File: config.mk
export PLATFORM = sky130hd
export DESIGN_NAME = byte_ring_buffer_core
export DESIGN_NICKNAME = d
export VERILOG_FILES = /design/src/brb_pkg.sv /design/src/brb_ram.sv /design/src/brb_front.sv /design/src/brb_back.sv /design/src/byte_ring_buffer_core.sv
export VERILOG_INCLUDE_DIRS = /design/src /design/src/src
export SDC_FILE = /design/constraint.sdc
export NUM_CORES = 2
export LEC_CHECK = 0
export BUFFER_PORTS_ARGS = -buffer_cell sky130_fd_sc_hd__clkbuf_2
export CAP_MARGIN = 20
export CORE_UTILIZATION = 55
export CTS_CLUSTER_DIAMETER = 80
export DETAILED_ROUTE_END_ITERATION = 8
export PLACE_DENSITY_LB_ADDON = 0.08
export SYNTH_ARGS = -nofsm -noshare
export SYNTH_HDL_FRONTEND = slang
export SYNTH_HIERARCHICAL = 1
export SYNTH_SLANG_ARGS = --single-unit
File: constraint.sdc
create_clock -name clk -period 4.21 [get_ports clk]
set_input_delay 0.2105 -clock clk [delete_from_list [all_inputs] [get_ports clk]]
set_output_delay 0.2105 -clock clk [all_outputs]
set_load 0.01 [all_outputs]
File: src/byte_ring_buffer_core_macros.svh
// Assertion macros shared by the byte ring buffer RTL.
`ifndef BYTE_RING_BUFFER_CORE_MACROS_SVH
`define BYTE_RING_BUFFER_CORE_MACROS_SVH
`ifndef SYNTHESIS
`define BRB_ASSERT(label, clk, rst_n, prop, msg) \
	label: assert property (@(posedge clk) disable iff (!rst_n) (prop)) else $error(msg);
`define BRB_ASSERT_IMPL(label, clk, rst_n, ante, cons, msg) \
	label: assert property (@(posedge clk) disable iff (!rst_n) (ante) |-> (cons)) \
		else $error(msg);
`else
`define BRB_ASSERT(label, clk, rst_n, prop, msg)
`define BRB_ASSERT_IMPL(label, clk, rst_n, ante, cons, msg)
`endif
`endif

File: src/brb_pkg.sv
// Shared types, constants and helpers of the byte ring buffer.
`timescale 1ns / 1ps
package brb_pkg;

	localparam int BRB_CAPACITY = 255;
	localparam int WRITE_BYTES  = 8;
	localparam int READ_MAX     = 64;
	localparam int DATA_LANES   = 8;
	localparam int LANE_W       = 3;
	localparam int WCNT_W       = 4;
	localparam int RCNT_W       = 7;
	localparam int CMDQ_DEPTH   = 2;
	localparam int CMDQ_AW      = (CMDQ_DEPTH > 1) ? $clog2(CMDQ_DEPTH) : 1;
	localparam int IN_TDATA_W   = 80;
	localparam int OUT_TDATA_W  = 32;

	localparam int WCNT_LSB = 0;
	localparam int RCNT_LSB = WCNT_LSB + WCNT_W;
	localparam int DATA_LSB = RCNT_LSB + RCNT_W;

	typedef logic [1:0] op_t;
	localparam op_t OP_WRITE  = 2'd0;
	localparam op_t OP_READ   = 2'd1;
	localparam op_t OP_CLEAR  = 2'd2;
	localparam op_t OP_STATUS = 2'd3;

	typedef struct packed {
		op_t                         op;
		logic [WCNT_W-1:0]           wr_cnt;
		logic [RCNT_W-1:0]           rd_cnt;
		logic [DATA_LANES-1:0][7:0]  data;
	} cmd_t;

	typedef struct packed {
		logic              status;
		logic              has_byte;
		logic [7:0]        read_byte;
		logic              last;
		logic [RCNT_W-1:0] moved;
		logic [7:0]        used_space;
		logic [7:0]        free_space;
	} res_t;

	// Pointer width for a store of capacity plus one slots.
	function automatic int brb_ptr_width(input int cap);
		return $clog2(cap + 1);
	endfunction

endpackage

File: src/brb_ram.sv
// Generic single-write, single-read RAM with registered read data.
`timescale 1ns / 1ps
module brb_ram #(
	parameter int WIDTH = 8,
	parameter int DEPTH = 256,
	localparam int AW = (DEPTH > 1) ? $clog2(DEPTH) : 1
) (
	input  logic             clk,
	input  logic             we,
	input  logic [AW-1:0]    waddr,
	input  logic [WIDTH-1:0] wdata,
	input  logic             re,
	input  logic [AW-1:0]    raddr,
	output logic [WIDTH-1:0] rdata
);

	logic [WIDTH-1:0] mem_q [DEPTH];
	logic [WIDTH-1:0] rdata_q;

	always_ff @(posedge clk) begin
		if (we) begin
			mem_q[waddr] <= wdata;
		end
		if (re) begin
			rdata_q <= mem_q[raddr];
		end
	end

	assign rdata = rdata_q;

endmodule

File: src/brb_front.sv
// Request decoder and short command queue in front of the buffer engine.
`timescale 1ns / 1ps
`include "byte_ring_buffer_core_macros.svh"
module brb_front
	import brb_pkg::*;
(
	input  logic                  clk,
	input  logic                  arst_n,
	input  logic                  s_tvalid,
	output logic                  s_tready,
	input  logic [IN_TDATA_W-1:0] s_tdata,
	input  logic [1:0]            s_tuser,
	output logic                  q_valid,
	input  logic                  q_pop,
	output cmd_t                  q_cmd
);

	cmd_t               dec_cmd;
	cmd_t               ent_q [CMDQ_DEPTH];
	logic [CMDQ_AW-1:0] wr_ptr_q;
	logic [CMDQ_AW-1:0] rd_ptr_q;
	logic [CMDQ_AW:0]   cnt_q;
	logic               push;
	logic               pop;
	logic [WCNT_W-1:0]  wr_raw;
	logic [RCNT_W-1:0]  rd_raw;

	// Counts beyond what one request may carry are clamped here, so the
	// engine only ever sees legal lengths.
	always_comb begin
		wr_raw = s_tdata[WCNT_LSB +: WCNT_W];
		rd_raw = s_tdata[RCNT_LSB +: RCNT_W];
		dec_cmd.op = s_tuser;
		dec_cmd.wr_cnt = (wr_raw > WCNT_W'(WRITE_BYTES)) ? WCNT_W'(WRITE_BYTES) : wr_raw;
		dec_cmd.rd_cnt = (rd_raw > RCNT_W'(READ_MAX)) ? RCNT_W'(READ_MAX) : rd_raw;
		for (int i = 0; i < DATA_LANES; i++) begin
			dec_cmd.data[i] = s_tdata[DATA_LSB + 8 * i +: 8];
		end
	end

	assign s_tready = (cnt_q != (CMDQ_AW + 1)'(CMDQ_DEPTH));
	assign q_valid  = (cnt_q != '0);
	assign q_cmd    = ent_q[rd_ptr_q];
	assign push     = s_tvalid && s_tready;
	assign pop      = q_pop && q_valid;

	always_ff @(posedge clk or negedge arst_n) begin
		if (!arst_n) begin
			wr_ptr_q <= '0;
			rd_ptr_q <= '0;
			cnt_q    <= '0;
		end else begin
			if (push) begin
				wr_ptr_q <= (wr_ptr_q == CMDQ_AW'(CMDQ_DEPTH - 1)) ? '0 : wr_ptr_q + 1'b1;
			end
			if (pop) begin
				rd_ptr_q <= (rd_ptr_q == CMDQ_AW'(CMDQ_DEPTH - 1)) ? '0 : rd_ptr_q + 1'b1;
			end
			if (push && !pop) begin
				cnt_q <= cnt_q + 1'b1;
			end else if (pop && !push) begin
				cnt_q <= cnt_q - 1'b1;
			end
		end
	end

	always_ff @(posedge clk) begin
		if (push) begin
			ent_q[wr_ptr_q] <= dec_cmd;
		end
	end

	`BRB_ASSERT(a_cmdq_bound, clk, arst_n, cnt_q <= (CMDQ_AW + 1)'(CMDQ_DEPTH), "command queue overfilled")

endmodule

File: src/brb_back.sv
// Buffer engine: executes queued commands against the byte store.
`timescale 1ns / 1ps
`include "byte_ring_buffer_core_macros.svh"
module brb_back
	import brb_pkg::*;
#(
	parameter int CAPACITY = BRB_CAPACITY,
	localparam int PW = brb_ptr_width(CAPACITY)
) (
	input  logic          clk,
	input  logic          arst_n,
	input  logic          q_valid,
	output logic          q_pop,
	input  cmd_t          q_cmd,
	output logic          out_valid,
	input  logic          out_ready,
	output res_t          out_res,
	output logic          ram_we,
	output logic [PW-1:0] ram_waddr,
	output logic [7:0]    ram_wdata,
	output logic          ram_re,
	output logic [PW-1:0] ram_raddr,
	input  logic [7:0]    ram_rdata
);

	localparam int CW = (PW > 8) ? PW : 8;

	localparam logic [2:0] ST_IDLE     = 3'd0;
	localparam logic [2:0] ST_WRITE    = 3'd1;
	localparam logic [2:0] ST_RD_ISSUE = 3'd2;
	localparam logic [2:0] ST_RD_DATA  = 3'd3;
	localparam logic [2:0] ST_RESULT   = 3'd4;

	logic [2:0]        state_q;
	logic [PW-1:0]     head_q;
	logic [PW-1:0]     tail_q;
	logic [PW-1:0]     used_q;
	logic [LANE_W-1:0] lane_q;
	logic [RCNT_W-1:0] left_q;
	logic [RCNT_W-1:0] moved_q;
	logic              status_q;
	logic              out_valid_q;
	cmd_t              cur_q;
	res_t              out_q;

	logic [CW-1:0] used_w;
	logic [CW-1:0] free_w;
	logic [CW-1:0] wr_n_w;
	logic [CW-1:0] rd_req_w;
	logic [CW-1:0] rd_n_w;
	logic [PW-1:0] head_nxt;
	logic [PW-1:0] tail_nxt;
	logic          out_free;
	logic          res_load;
	res_t          res_nxt;

	always_comb begin
		used_w   = CW'(used_q);
		free_w   = CW'(CAPACITY) - used_w;
		wr_n_w   = CW'(q_cmd.wr_cnt);
		rd_req_w = CW'(q_cmd.rd_cnt);
		rd_n_w   = (rd_req_w < used_w) ? rd_req_w : used_w;
		head_nxt = (head_q == PW'(CAPACITY)) ? '0 : head_q + 1'b1;
		tail_nxt = (tail_q == PW'(CAPACITY)) ? '0 : tail_q + 1'b1;
	end

	assign out_free  = !out_valid_q || out_ready;
	assign q_pop     = (state_q == ST_IDLE) && q_valid;
	assign ram_we    = (state_q == ST_WRITE);
	assign ram_waddr = tail_q;
	assign ram_wdata = cur_q.data[lane_q];
	assign ram_re    = (state_q == ST_RD_ISSUE);
	assign ram_raddr = head_q;
	assign res_load  = out_free && ((state_q == ST_RESULT) || (state_q == ST_RD_DATA));

	// The used count already holds its value after the whole command when a
	// result is formed, so every result of a read reports the same spaces.
	always_comb begin
		res_nxt.status     = (state_q == ST_RESULT) ? status_q : 1'b0;
		res_nxt.has_byte   = (state_q == ST_RD_DATA);
		res_nxt.read_byte  = (state_q == ST_RD_DATA) ? ram_rdata : 8'd0;
		res_nxt.last       = (state_q == ST_RD_DATA) ? (left_q == '0) : 1'b1;
		res_nxt.moved      = moved_q;
		res_nxt.used_space = (used_w > CW'(255)) ? 8'hFF : used_w[7:0];
		res_nxt.free_space = (free_w > CW'(255)) ? 8'hFF : free_w[7:0];
	end

	always_ff @(posedge clk or negedge arst_n) begin
		if (!arst_n) begin
			state_q     <= ST_IDLE;
			head_q      <= '0;
			tail_q      <= '0;
			used_q      <= '0;
			lane_q      <= '0;
			left_q      <= '0;
			moved_q     <= '0;
			status_q    <= 1'b0;
			out_valid_q <= 1'b0;
		end else begin
			if (res_load) begin
				out_valid_q <= 1'b1;
			end else if (out_ready) begin
				out_valid_q <= 1'b0;
			end
			unique case (state_q)
				ST_IDLE: begin
					if (q_valid) begin
						lane_q   <= '0;
						status_q <= 1'b0;
						moved_q  <= '0;
						state_q  <= ST_RESULT;
						unique case (q_cmd.op)
							OP_WRITE: begin
								if (wr_n_w > free_w) begin
									status_q <= 1'b1;
								end else begin
									moved_q <= RCNT_W'(q_cmd.wr_cnt);
									if (q_cmd.wr_cnt != '0) begin
										state_q <= ST_WRITE;
									end
								end
							end
							OP_READ: begin
								moved_q <= RCNT_W'(rd_n_w);
								left_q  <= RCNT_W'(rd_n_w);
								used_q  <= used_q - PW'(rd_n_w);
								if (rd_n_w != '0) begin
									state_q <= ST_RD_ISSUE;
								end
							end
							OP_CLEAR: begin
								head_q <= '0;
								tail_q <= '0;
								used_q <= '0;
							end
							OP_STATUS: begin
							end
							default: begin
							end
						endcase
					end
				end
				ST_WRITE: begin
					tail_q <= tail_nxt;
					used_q <= used_q + 1'b1;
					lane_q <= lane_q + 1'b1;
					if (WCNT_W'(lane_q) + WCNT_W'(1) == cur_q.wr_cnt) begin
						state_q <= ST_RESULT;
					end
				end
				ST_RD_ISSUE: begin
					left_q <= left_q - 1'b1;
					// Taking the last byte out rewinds both pointers to slot zero.
					if (used_q == '0 && left_q == RCNT_W'(1)) begin
						head_q <= '0;
						tail_q <= '0;
					end else begin
						head_q <= head_nxt;
					end
					state_q <= ST_RD_DATA;
				end
				ST_RD_DATA: begin
					if (out_free) begin
						state_q <= (left_q == '0) ? ST_IDLE : ST_RD_ISSUE;
					end
				end
				ST_RESULT: begin
					if (out_free) begin
						state_q <= ST_IDLE;
					end
				end
				default: begin
					state_q <= ST_IDLE;
				end
			endcase
		end
	end

	always_ff @(posedge clk) begin
		if (q_pop) begin
			cur_q <= q_cmd;
		end
		if (res_load) begin
			out_q <= res_nxt;
		end
	end

	assign out_valid = out_valid_q;
	assign out_res   = out_q;

	`BRB_ASSERT(a_used_bound, clk, arst_n, used_q <= PW'(CAPACITY), "used count above capacity")
	`BRB_ASSERT_IMPL(a_empty_ptrs, clk, arst_n, state_q == ST_IDLE && used_q == '0, head_q == tail_q, "empty buffer with pointers apart")
	`BRB_ASSERT_IMPL(a_rd_order, clk, arst_n, state_q == ST_RD_DATA, $past(state_q) == ST_RD_ISSUE || $past(state_q) == ST_RD_DATA, "read data step without a read issue")

endmodule

File: src/byte_ring_buffer_core.sv
// Top level of the byte ring buffer: request decoder, command queue, engine and store.
`timescale 1ns / 1ps
// The block is a byte FIFO kept in a circular store of CAPACITY+1 one-byte
// slots, one of which always stays empty so that equal pointers mean empty.
// Each request on the slave stream is a write (up to eight bytes, taken whole
// or refused whole with status 1 when free space is short), a read (up to 64
// bytes, one response per byte with tlast on the final one, or a single empty
// response when nothing can be moved), a clear, or a status query. Every
// response reports the used and free space after the whole request, each
// saturated at 255. Requests pass a two-entry command queue, so the slave side
// keeps accepting while the queue has room, as the engine works or the master side
// stalls. The byte store has a single write and a single read port, one byte
// per cycle. A write is a decode step, a store write per byte and a result
// step; a read a decode step, then an address and a registered data step per
// byte; clear, status, refused writes and empty reads a decode and a result
// step. Result and data steps wait while tready is low. There is no clearing
// pass after reset; the store holds nothing meaningful until written.
module byte_ring_buffer_core
	import brb_pkg::*;
#(
	parameter int CAPACITY = BRB_CAPACITY
) (
	input  logic                   clk,
	input  logic                   arst_n,
	input  logic                   s_tvalid,
	output logic                   s_tready,
	// write_count[3:0], read_count[10:4], data0[18:11] ... data7[74:67], zero fill
	input  logic [IN_TDATA_W-1:0]  s_tdata,
	// cmd[1:0]
	input  logic [1:0]             s_tuser,
	output logic                   m_tvalid,
	input  logic                   m_tready,
	// status[0], read_byte[8:1], moved_count[15:9], used_space[23:16], free_space[31:24]
	output logic [OUT_TDATA_W-1:0] m_tdata,
	// has_byte[0]
	output logic                   m_tuser,
	output logic                   m_tlast
);

	localparam int PW = brb_ptr_width(CAPACITY);

	logic          q_valid;
	logic          q_pop;
	cmd_t          q_cmd;
	res_t          res;
	logic          ram_we;
	logic [PW-1:0] ram_waddr;
	logic [7:0]    ram_wdata;
	logic          ram_re;
	logic [PW-1:0] ram_raddr;
	logic [7:0]    ram_rdata;

	// The front decodes and clamps requests and queues them.
	brb_front u_front (
		.clk      (clk),
		.arst_n   (arst_n),
		.s_tvalid (s_tvalid),
		.s_tready (s_tready),
		.s_tdata  (s_tdata),
		.s_tuser  (s_tuser),
		.q_valid  (q_valid),
		.q_pop    (q_pop),
		.q_cmd    (q_cmd)
	);

	// The engine owns the pointers and the response register.
	brb_back #(
		.CAPACITY (CAPACITY)
	) u_back (
		.clk       (clk),
		.arst_n    (arst_n),
		.q_valid   (q_valid),
		.q_pop     (q_pop),
		.q_cmd     (q_cmd),
		.out_valid (m_tvalid),
		.out_ready (m_tready),
		.out_res   (res),
		.ram_we    (ram_we),
		.ram_waddr (ram_waddr),
		.ram_wdata (ram_wdata),
		.ram_re    (ram_re),
		.ram_raddr (ram_raddr),
		.ram_rdata (ram_rdata)
	);

	// Byte store of CAPACITY+1 slots.
	brb_ram #(
		.WIDTH (8),
		.DEPTH (CAPACITY + 1)
	) u_store (
		.clk   (clk),
		.we    (ram_we),
		.waddr (ram_waddr),
		.wdata (ram_wdata),
		.re    (ram_re),
		.raddr (ram_raddr),
		.rdata (ram_rdata)
	);

	// Response packing; the fields fill the data word exactly.
	assign m_tdata = {res.free_space, res.used_space, res.moved, res.read_byte, res.status};
	assign m_tuser = res.has_byte;
	assign m_tlast = res.last;

endmodule
=== Word level (Yosys, flattened, before mapping) ===
Memories as Yosys holds them, arrays and structs flattened. A register that Yosys moved wholly into a read port is not among the register bits.
Cells that the tools add are included.

* Add/subtract/negate cells: 12
* Order comparisons: 7
* Multiplexer cells: 45
* Reduce and logical (&&, ||, !) cells: 31
* Eq/ne operators: 19

{| class="wikitable"
|+ Operator list
! operator !! number
|-
| 2-to-1 mux 8 bit || 9
|-
| case mux 8 bit (2 select lines) || 3
|-
| case mux 7 bit (2 select lines) || 2
|-
| adder 8 x 1 -> 8 bit, second input constant || 3
|-
| binary-select mux 8 bit (select 3 bit) || 1
|-
| 2-to-1 mux 3 bit || 8
|-
| case mux 8 bit (3 select lines) || 1
|-
| 2-to-1 mux 7 bit || 3
|-
| equality test 8 bit, second input constant || 2
|-
| > comparator 8 bit, second input constant || 2
|-
| case mux 3 bit (5 select lines) || 1
|-
| case mux 3 bit (2 select lines) || 2
|-
| 2-to-1 mux 1 bit || 10
|-
| inequality test 2 x 1 -> 1 bit, second input constant || 5
|-
| nonzero test 2 bit || 5
|-
| AND reduction 3 bit || 3
|-
| > comparator 4 x 8 -> 1 bit || 1
|-
| logical NOT 8 bit || 1
|-
| less-than comparator 7 x 8 -> 1 bit || 1
|-
| 2-to-1 mux 4 bit || 2
|-
| AND reduction 4 bit || 2
|-
| nonzero test 8 bit || 1
|-
| subtractor 8 bit || 1
|-
| subtractor 8 bit, first input constant || 1
|-
| 28 further kinds || 44
|}

* Memories kept: 2
* Output and inout port bits: 36
* Input port bits: 86
* Memory bits (writable): 2,202
* Word-level logic and storage cells: 144
* Bits in registers: 152

{| class="wikitable"
|+ Memory list
! name !! depth !! width !! read ports !! clocked after memory_dff !! write ports !! line !! text
|-
| u_store.mem_q || 256 || 8 || 1 || 1 || 1 || brb_ram.sv:17 || <nowiki>logic [WIDTH-1:0] mem_q [DEPTH];</nowiki>
|-
| u_front.ent_q || 2 || 77 || 1 || 0 || 1 || brb_front.sv:19 || <nowiki>cmd_t ent_q [CMDQ_DEPTH];</nowiki>
|}

=== Logic depth before layout (Yosys ltp) ===
An unclocked memory read counts as a cell.

* Word-level depth: 8
* Gate-level depth with buffers: 19
* Gate-level depth less buffers: 16

=== Hierarchy ===
The synthesis kept the hierarchy.

{| class="wikitable"
|+ By module, submodules not included
! module !! times used !! area each (um2) !! sequential area each (um2) !! cells an instance
|-
| brb_ram || 1 || 79,636.4 || 61,739.2 || 3,733
|-
| brb_back || 1 || 6,857.8 || 4,214.0 || 532
|-
| brb_front || 1 || 5,894.4 || 4,724.5 || 269
|}

=== Least setup slack after synthesis ===
No wires, ideal clock.

* Kind: register to register
* Start: reg u_front.cnt_q[0]
* End: mem u_front/ent_q[0][0] (netlist bit), enable pin
* Period minus slack after synthesis: 4,425 ps
* Setup slack: -215 ps
* Path buffers: 0
* Arrival time: 3,913 ps
* Setup time: 513 ps
* Stages on the path, launching flop included: 4
* Data required time: 3,697 ps
* Cells stage by stage: dfrtp_1 > nand2b_1 > nand2_1 > nor2_1

* Cells in the longest elaborated chain, start to end: 4

{| class="wikitable"
|+ Ends and longest elaborated chain
! element !! line !! text
|-
| start: declaration || brb_front.sv:22 || <nowiki>logic [CMDQ_AW:0] cnt_q;</nowiki>
|-
| start signal: assignment || brb_front.sv:60 || <nowiki>cnt_q <= cnt_q + 1'b1;</nowiki>
|-
| start signal: assignment || brb_front.sv:62 || <nowiki>cnt_q <= cnt_q - 1'b1;</nowiki>
|-
| inequality test 2 bit || brb_front.sv:41 || <nowiki>assign s_tready = (cnt_q != (CMDQ_AW + 1)'(CMDQ_DEPTH));</nowiki>
|-
| named net s_tready || byte_ring_buffer_core.sv:26 || <nowiki>output logic s_tready,</nowiki>
|-
| logical AND 1 bit || brb_front.sv:44 || <nowiki>assign push = s_tvalid && s_tready;</nowiki>
|-
| 2-to-1 mux 1 bit || brb_front.sv:68 || <nowiki>if (push) begin</nowiki>
|-
| 2-to-1 mux 1 bit (implied by the code) || brb_front.sv:69 || <nowiki>ent_q[wr_ptr_q] <= dec_cmd;</nowiki>
|-
| end: declaration || brb_front.sv:19 ||
|}

The timed path passes the listed nets, and every way through them passes these cells.

==> metrics.md <==
| Metric | Value |
|---|---|
| Status | complete, no violations |
| Largest net degree at the start of global routing | 131 |
| Die extent in y | between 400 and 500 um |
| Clk_skew | ~0.024 ns |
| RSZ-0062 raised after global routing | no |
| Max-cap violations | 0 |
| Drt drc | 0 |
| Synth Cell Area | 92,390 um^2 |
| Vias per cell | 6.244 |
| Min cycle time layout | approximately 3.9 ns |
| Fill cells | 11,680 |
| GR Util All Layers | 0.2670 |
| Yosys cell types | 82 |
| Setup_tns | 0 ns |
| WP data arrival | 4.67 ns |
| Post-route clock period utilization | 0.9358 |
| Top FF cell, synth | edfxtp_1 |
| CP Max Fanout | 12 |
| Router iterations before antenna repair | 6 |
| Synth Net Count | 4,647 |
| Worst hold path type | in2async |
| Crit. Startpoint | u_front/rd_ptr_q |
| I/O pin cnt | 122 |
| Post-Layout Inst Area | 105,800 um^2 |
| Vias in the first global route | 46,740 |
| Worst skew pair latency | 0.86 ns |
| Rows | 150 |
| FF-to-FF Start | u_front/rd_ptr_q |
| Leakage power | 33.98 nW |
| Crit path kind | reg2reg |
| First-pass GRT wire length | 324.1 mm |
| Seq/Total Area, Yosys | 0.7650 |
| Core area | 167,000 um^2 |
| Final Wtd Congestion | 0.8830 |
| Synth async-reset ratio | 0.02117 |
| Nets | 5,230 |
| Clock Root Buffer | clkbuf_16 |
| Final core occ | 0.6333 |
| Worst vdd ir | 0.8300 mV |
| CTS Buf Count | between 200 and 250 |
| Final Power | 73.05 mW |
| FF+latch count, synth | 2,362 |
| Yosys warns | 6 |
| Synth-to-Final Area Change | 14.50% |
| Dpl cell area | 97,870 um^2 |
| Die Area | 169,600 um^2 |
| Initial antenna violation count | 6 |
| Setup crit start kind | register |
| Max Freq | 253.8 MHz |
| Normalized max-slew margin | 0.2456 |
| Worst Setup End Kind | register |
| IO Port Bufs | 116 |
| Syn Inst Count | 4,534 |
| Clk slew on worst S/H paths | 0.06 ns |
| Drt total wl | approximately 220 mm |
| Starting DRT DRC Count | 5,179 |
| Post-DR wirelength/cell | approximately 30 um |
| Layout cells sized above 1 | 0.2705 |
| Final Max Slew Viols | 0 |
| Post-synth EDFFs | 2,312 |
| Via count | 46,890 |
| PwrDens | 690.6 nW/um^2 |
| Synth Area per Inst | 20.38 um^2 |
| GRT overflow | 0 |
| Clock Sinks | 2,362 |
| HPWL after DPL | 141.0 mm |
| Critical path required time | 4.94 ns |
| Footprint of the multi-input gates | 20,230 um^2 |
| Finish-stage setup viols | 0 |
| Actual slew at the worst max-slew pin | 1.123 ns |
| CTS tree | built |
| Sequential Area | 70,700 um^2 |
| Final Hold Viols | 0 |
| Die Width | ~400 um |
| Initial Util | 0.5531 |
| Antenna-violating nets left | 0 |
| Clk buf depth | 3 |
| R2R setup slack | 0.27 ns |
| Max H-tree Level | 4 |
[placed cells by master (no fill, tap or decap), drive strengths merged, types with 86 or more instances in the layout]
cell	Yosys	layout
mux4	472	472
mux2i	135	135
nor2	319	319
clkinv	1	94
buf	135	414
edfxtp	2312	2312
a21oi	116	116
mux2	86	86
a22oi	138	138
clkbuf	126	425
[power by group]
part	switching (mW)	internal, mW	total (mW)
Clock	8.48	11.0	19.5
Combinational	13.3	6.57	19.9
Sequential	0.586	33.1	33.7
Total	22.4	50.7	73.1
[cells in the mapped netlist, types with 23 or more instances]
master	n	area [um^2]
nor3_1	31	155.2
buf_1	24	90.09
mux2i_1	135	1351
nor4_1	30	187.7
mux2_2	66	743.2
dfrtp_1	50	1251
mux4_2	470	10590
o221ai_1	46	402.9
a21oi_1	116	580.6
ha_1	26	325.3
inv_1	23	86.33
nor2_1	319	1197
nand3_1	46	230.2
clkbuf_1	126	473.0
nor2b_1	45	281.5
buf_2	38	190.2
nand2_1	85	319.1
edfxtp_1	2312	69430
o22ai_1	29	181.4
o21ai_0	59	295.3
a22oi_1	138	1036
buf_6	25	281.5
buf_4	27	202.7
[metrics by stage]
stage,setup slack (ns),cells,hold WS (ns)
floorplan,0.007794,4534,-0.08509
global placement,0.1822,7006,0.2092
detailed placement,0.2141,7008,0.2113
CTS,0.1604,7509,0.01395
global route,0.03558,7510,0.05182
finish,0.2701,7510,0.06443
[routing by layer]
layer	part of all wire	vias up	global-route usage	wire, um
met5	0	-	0	0
met4	0.020	0	0.06443	4580
met3	0.088	259	0.05465	19730
met2	0.47	1870	0.4093	105700
met1	0.42	24830	0.3979	94180
li1	-	19930	-	-
[registers in the layout (all words and copies together) (netlist names), 7 cells and up]
| register | count |
|---|---|
| u_back/cur_q | 68 |
| u_back/left_q | 7 |
| u_back/moved_q | 7 |
| u_back/out_res | 34 |
| u_back/ram_raddr | 8 |
| u_back/ram_waddr | 8 |
| u_back/used_q | 8 |
| u_front/ent_q | 154 |
| u_store/mem_q | 2048 |
| u_store/rdata | 8 |
[worst max-delay path: stages (launching register included)]
cell and delay, ns:
dfrtp_4 0.50, mux2_2 0.38, ha_1 0.33, a211oi_1 0.24, buf_4 0.16, o2bb2ai_4 0.07
a31oi_4 0.22, buf_6 0.18, nor2_1 0.05, a21oi_1 0.18, ha_1 0.30, o21ai_0 0.09
nand2b_1 0.16, o311a_1 0.18, or4_1 0.48, a32oi_1 0.22, a21oi_1 0.09
[final timing paths]
kind,endpoint,cells past startpoint
max reg2reg,u_back/used_q[5],16
min,u_back/out_valid,3
min in group clk,u_front/ent_q[0][39],2
max in group asynchronous,u_back/left_q[5],3
max,u_back/used_q[5],16
min reg2reg,u_back/out_res[20],0
[repair_timing]
item                                    4_1_cts  5_1_grt
hold buffers                                 81        0
setup buffers                                 0        0
endpoints found under the setup margin        0        3
hold endpoints to repair                    210        0
gates resized for setup                       0        5
[cell families (layout without fill, tap and decap cells)]
group | count (synthesis) | in the layout | share of synthesized area
compound gates | 501 | 501 | 0.03765
xor+xnor | 18 | 18 | 0.001706
fa+ha+maj | 27 | 27 | 0.003738
buf+inv | 285 | 1056 | 0.01821
flops | 2362 | 2362 | 0.7650
mux | 693 | 693 | 0.1411
other cells | 0 | 1 | 0
simple gates | 648 | 648 | 0.03262
[layout make-up]
type,count,share of cell area
multi-input cells,1887,0.1913
well taps,2204,0.02607
inverters,24,0.0008516
flip-flops and latches,2362,0.6683
repair buffers,612,0.04654
clock buffers,309,0.05886
diodes,1,0.00002366
clock inverters,111,0.008067
No activity file was read; power rests on OpenSTA's default activity.
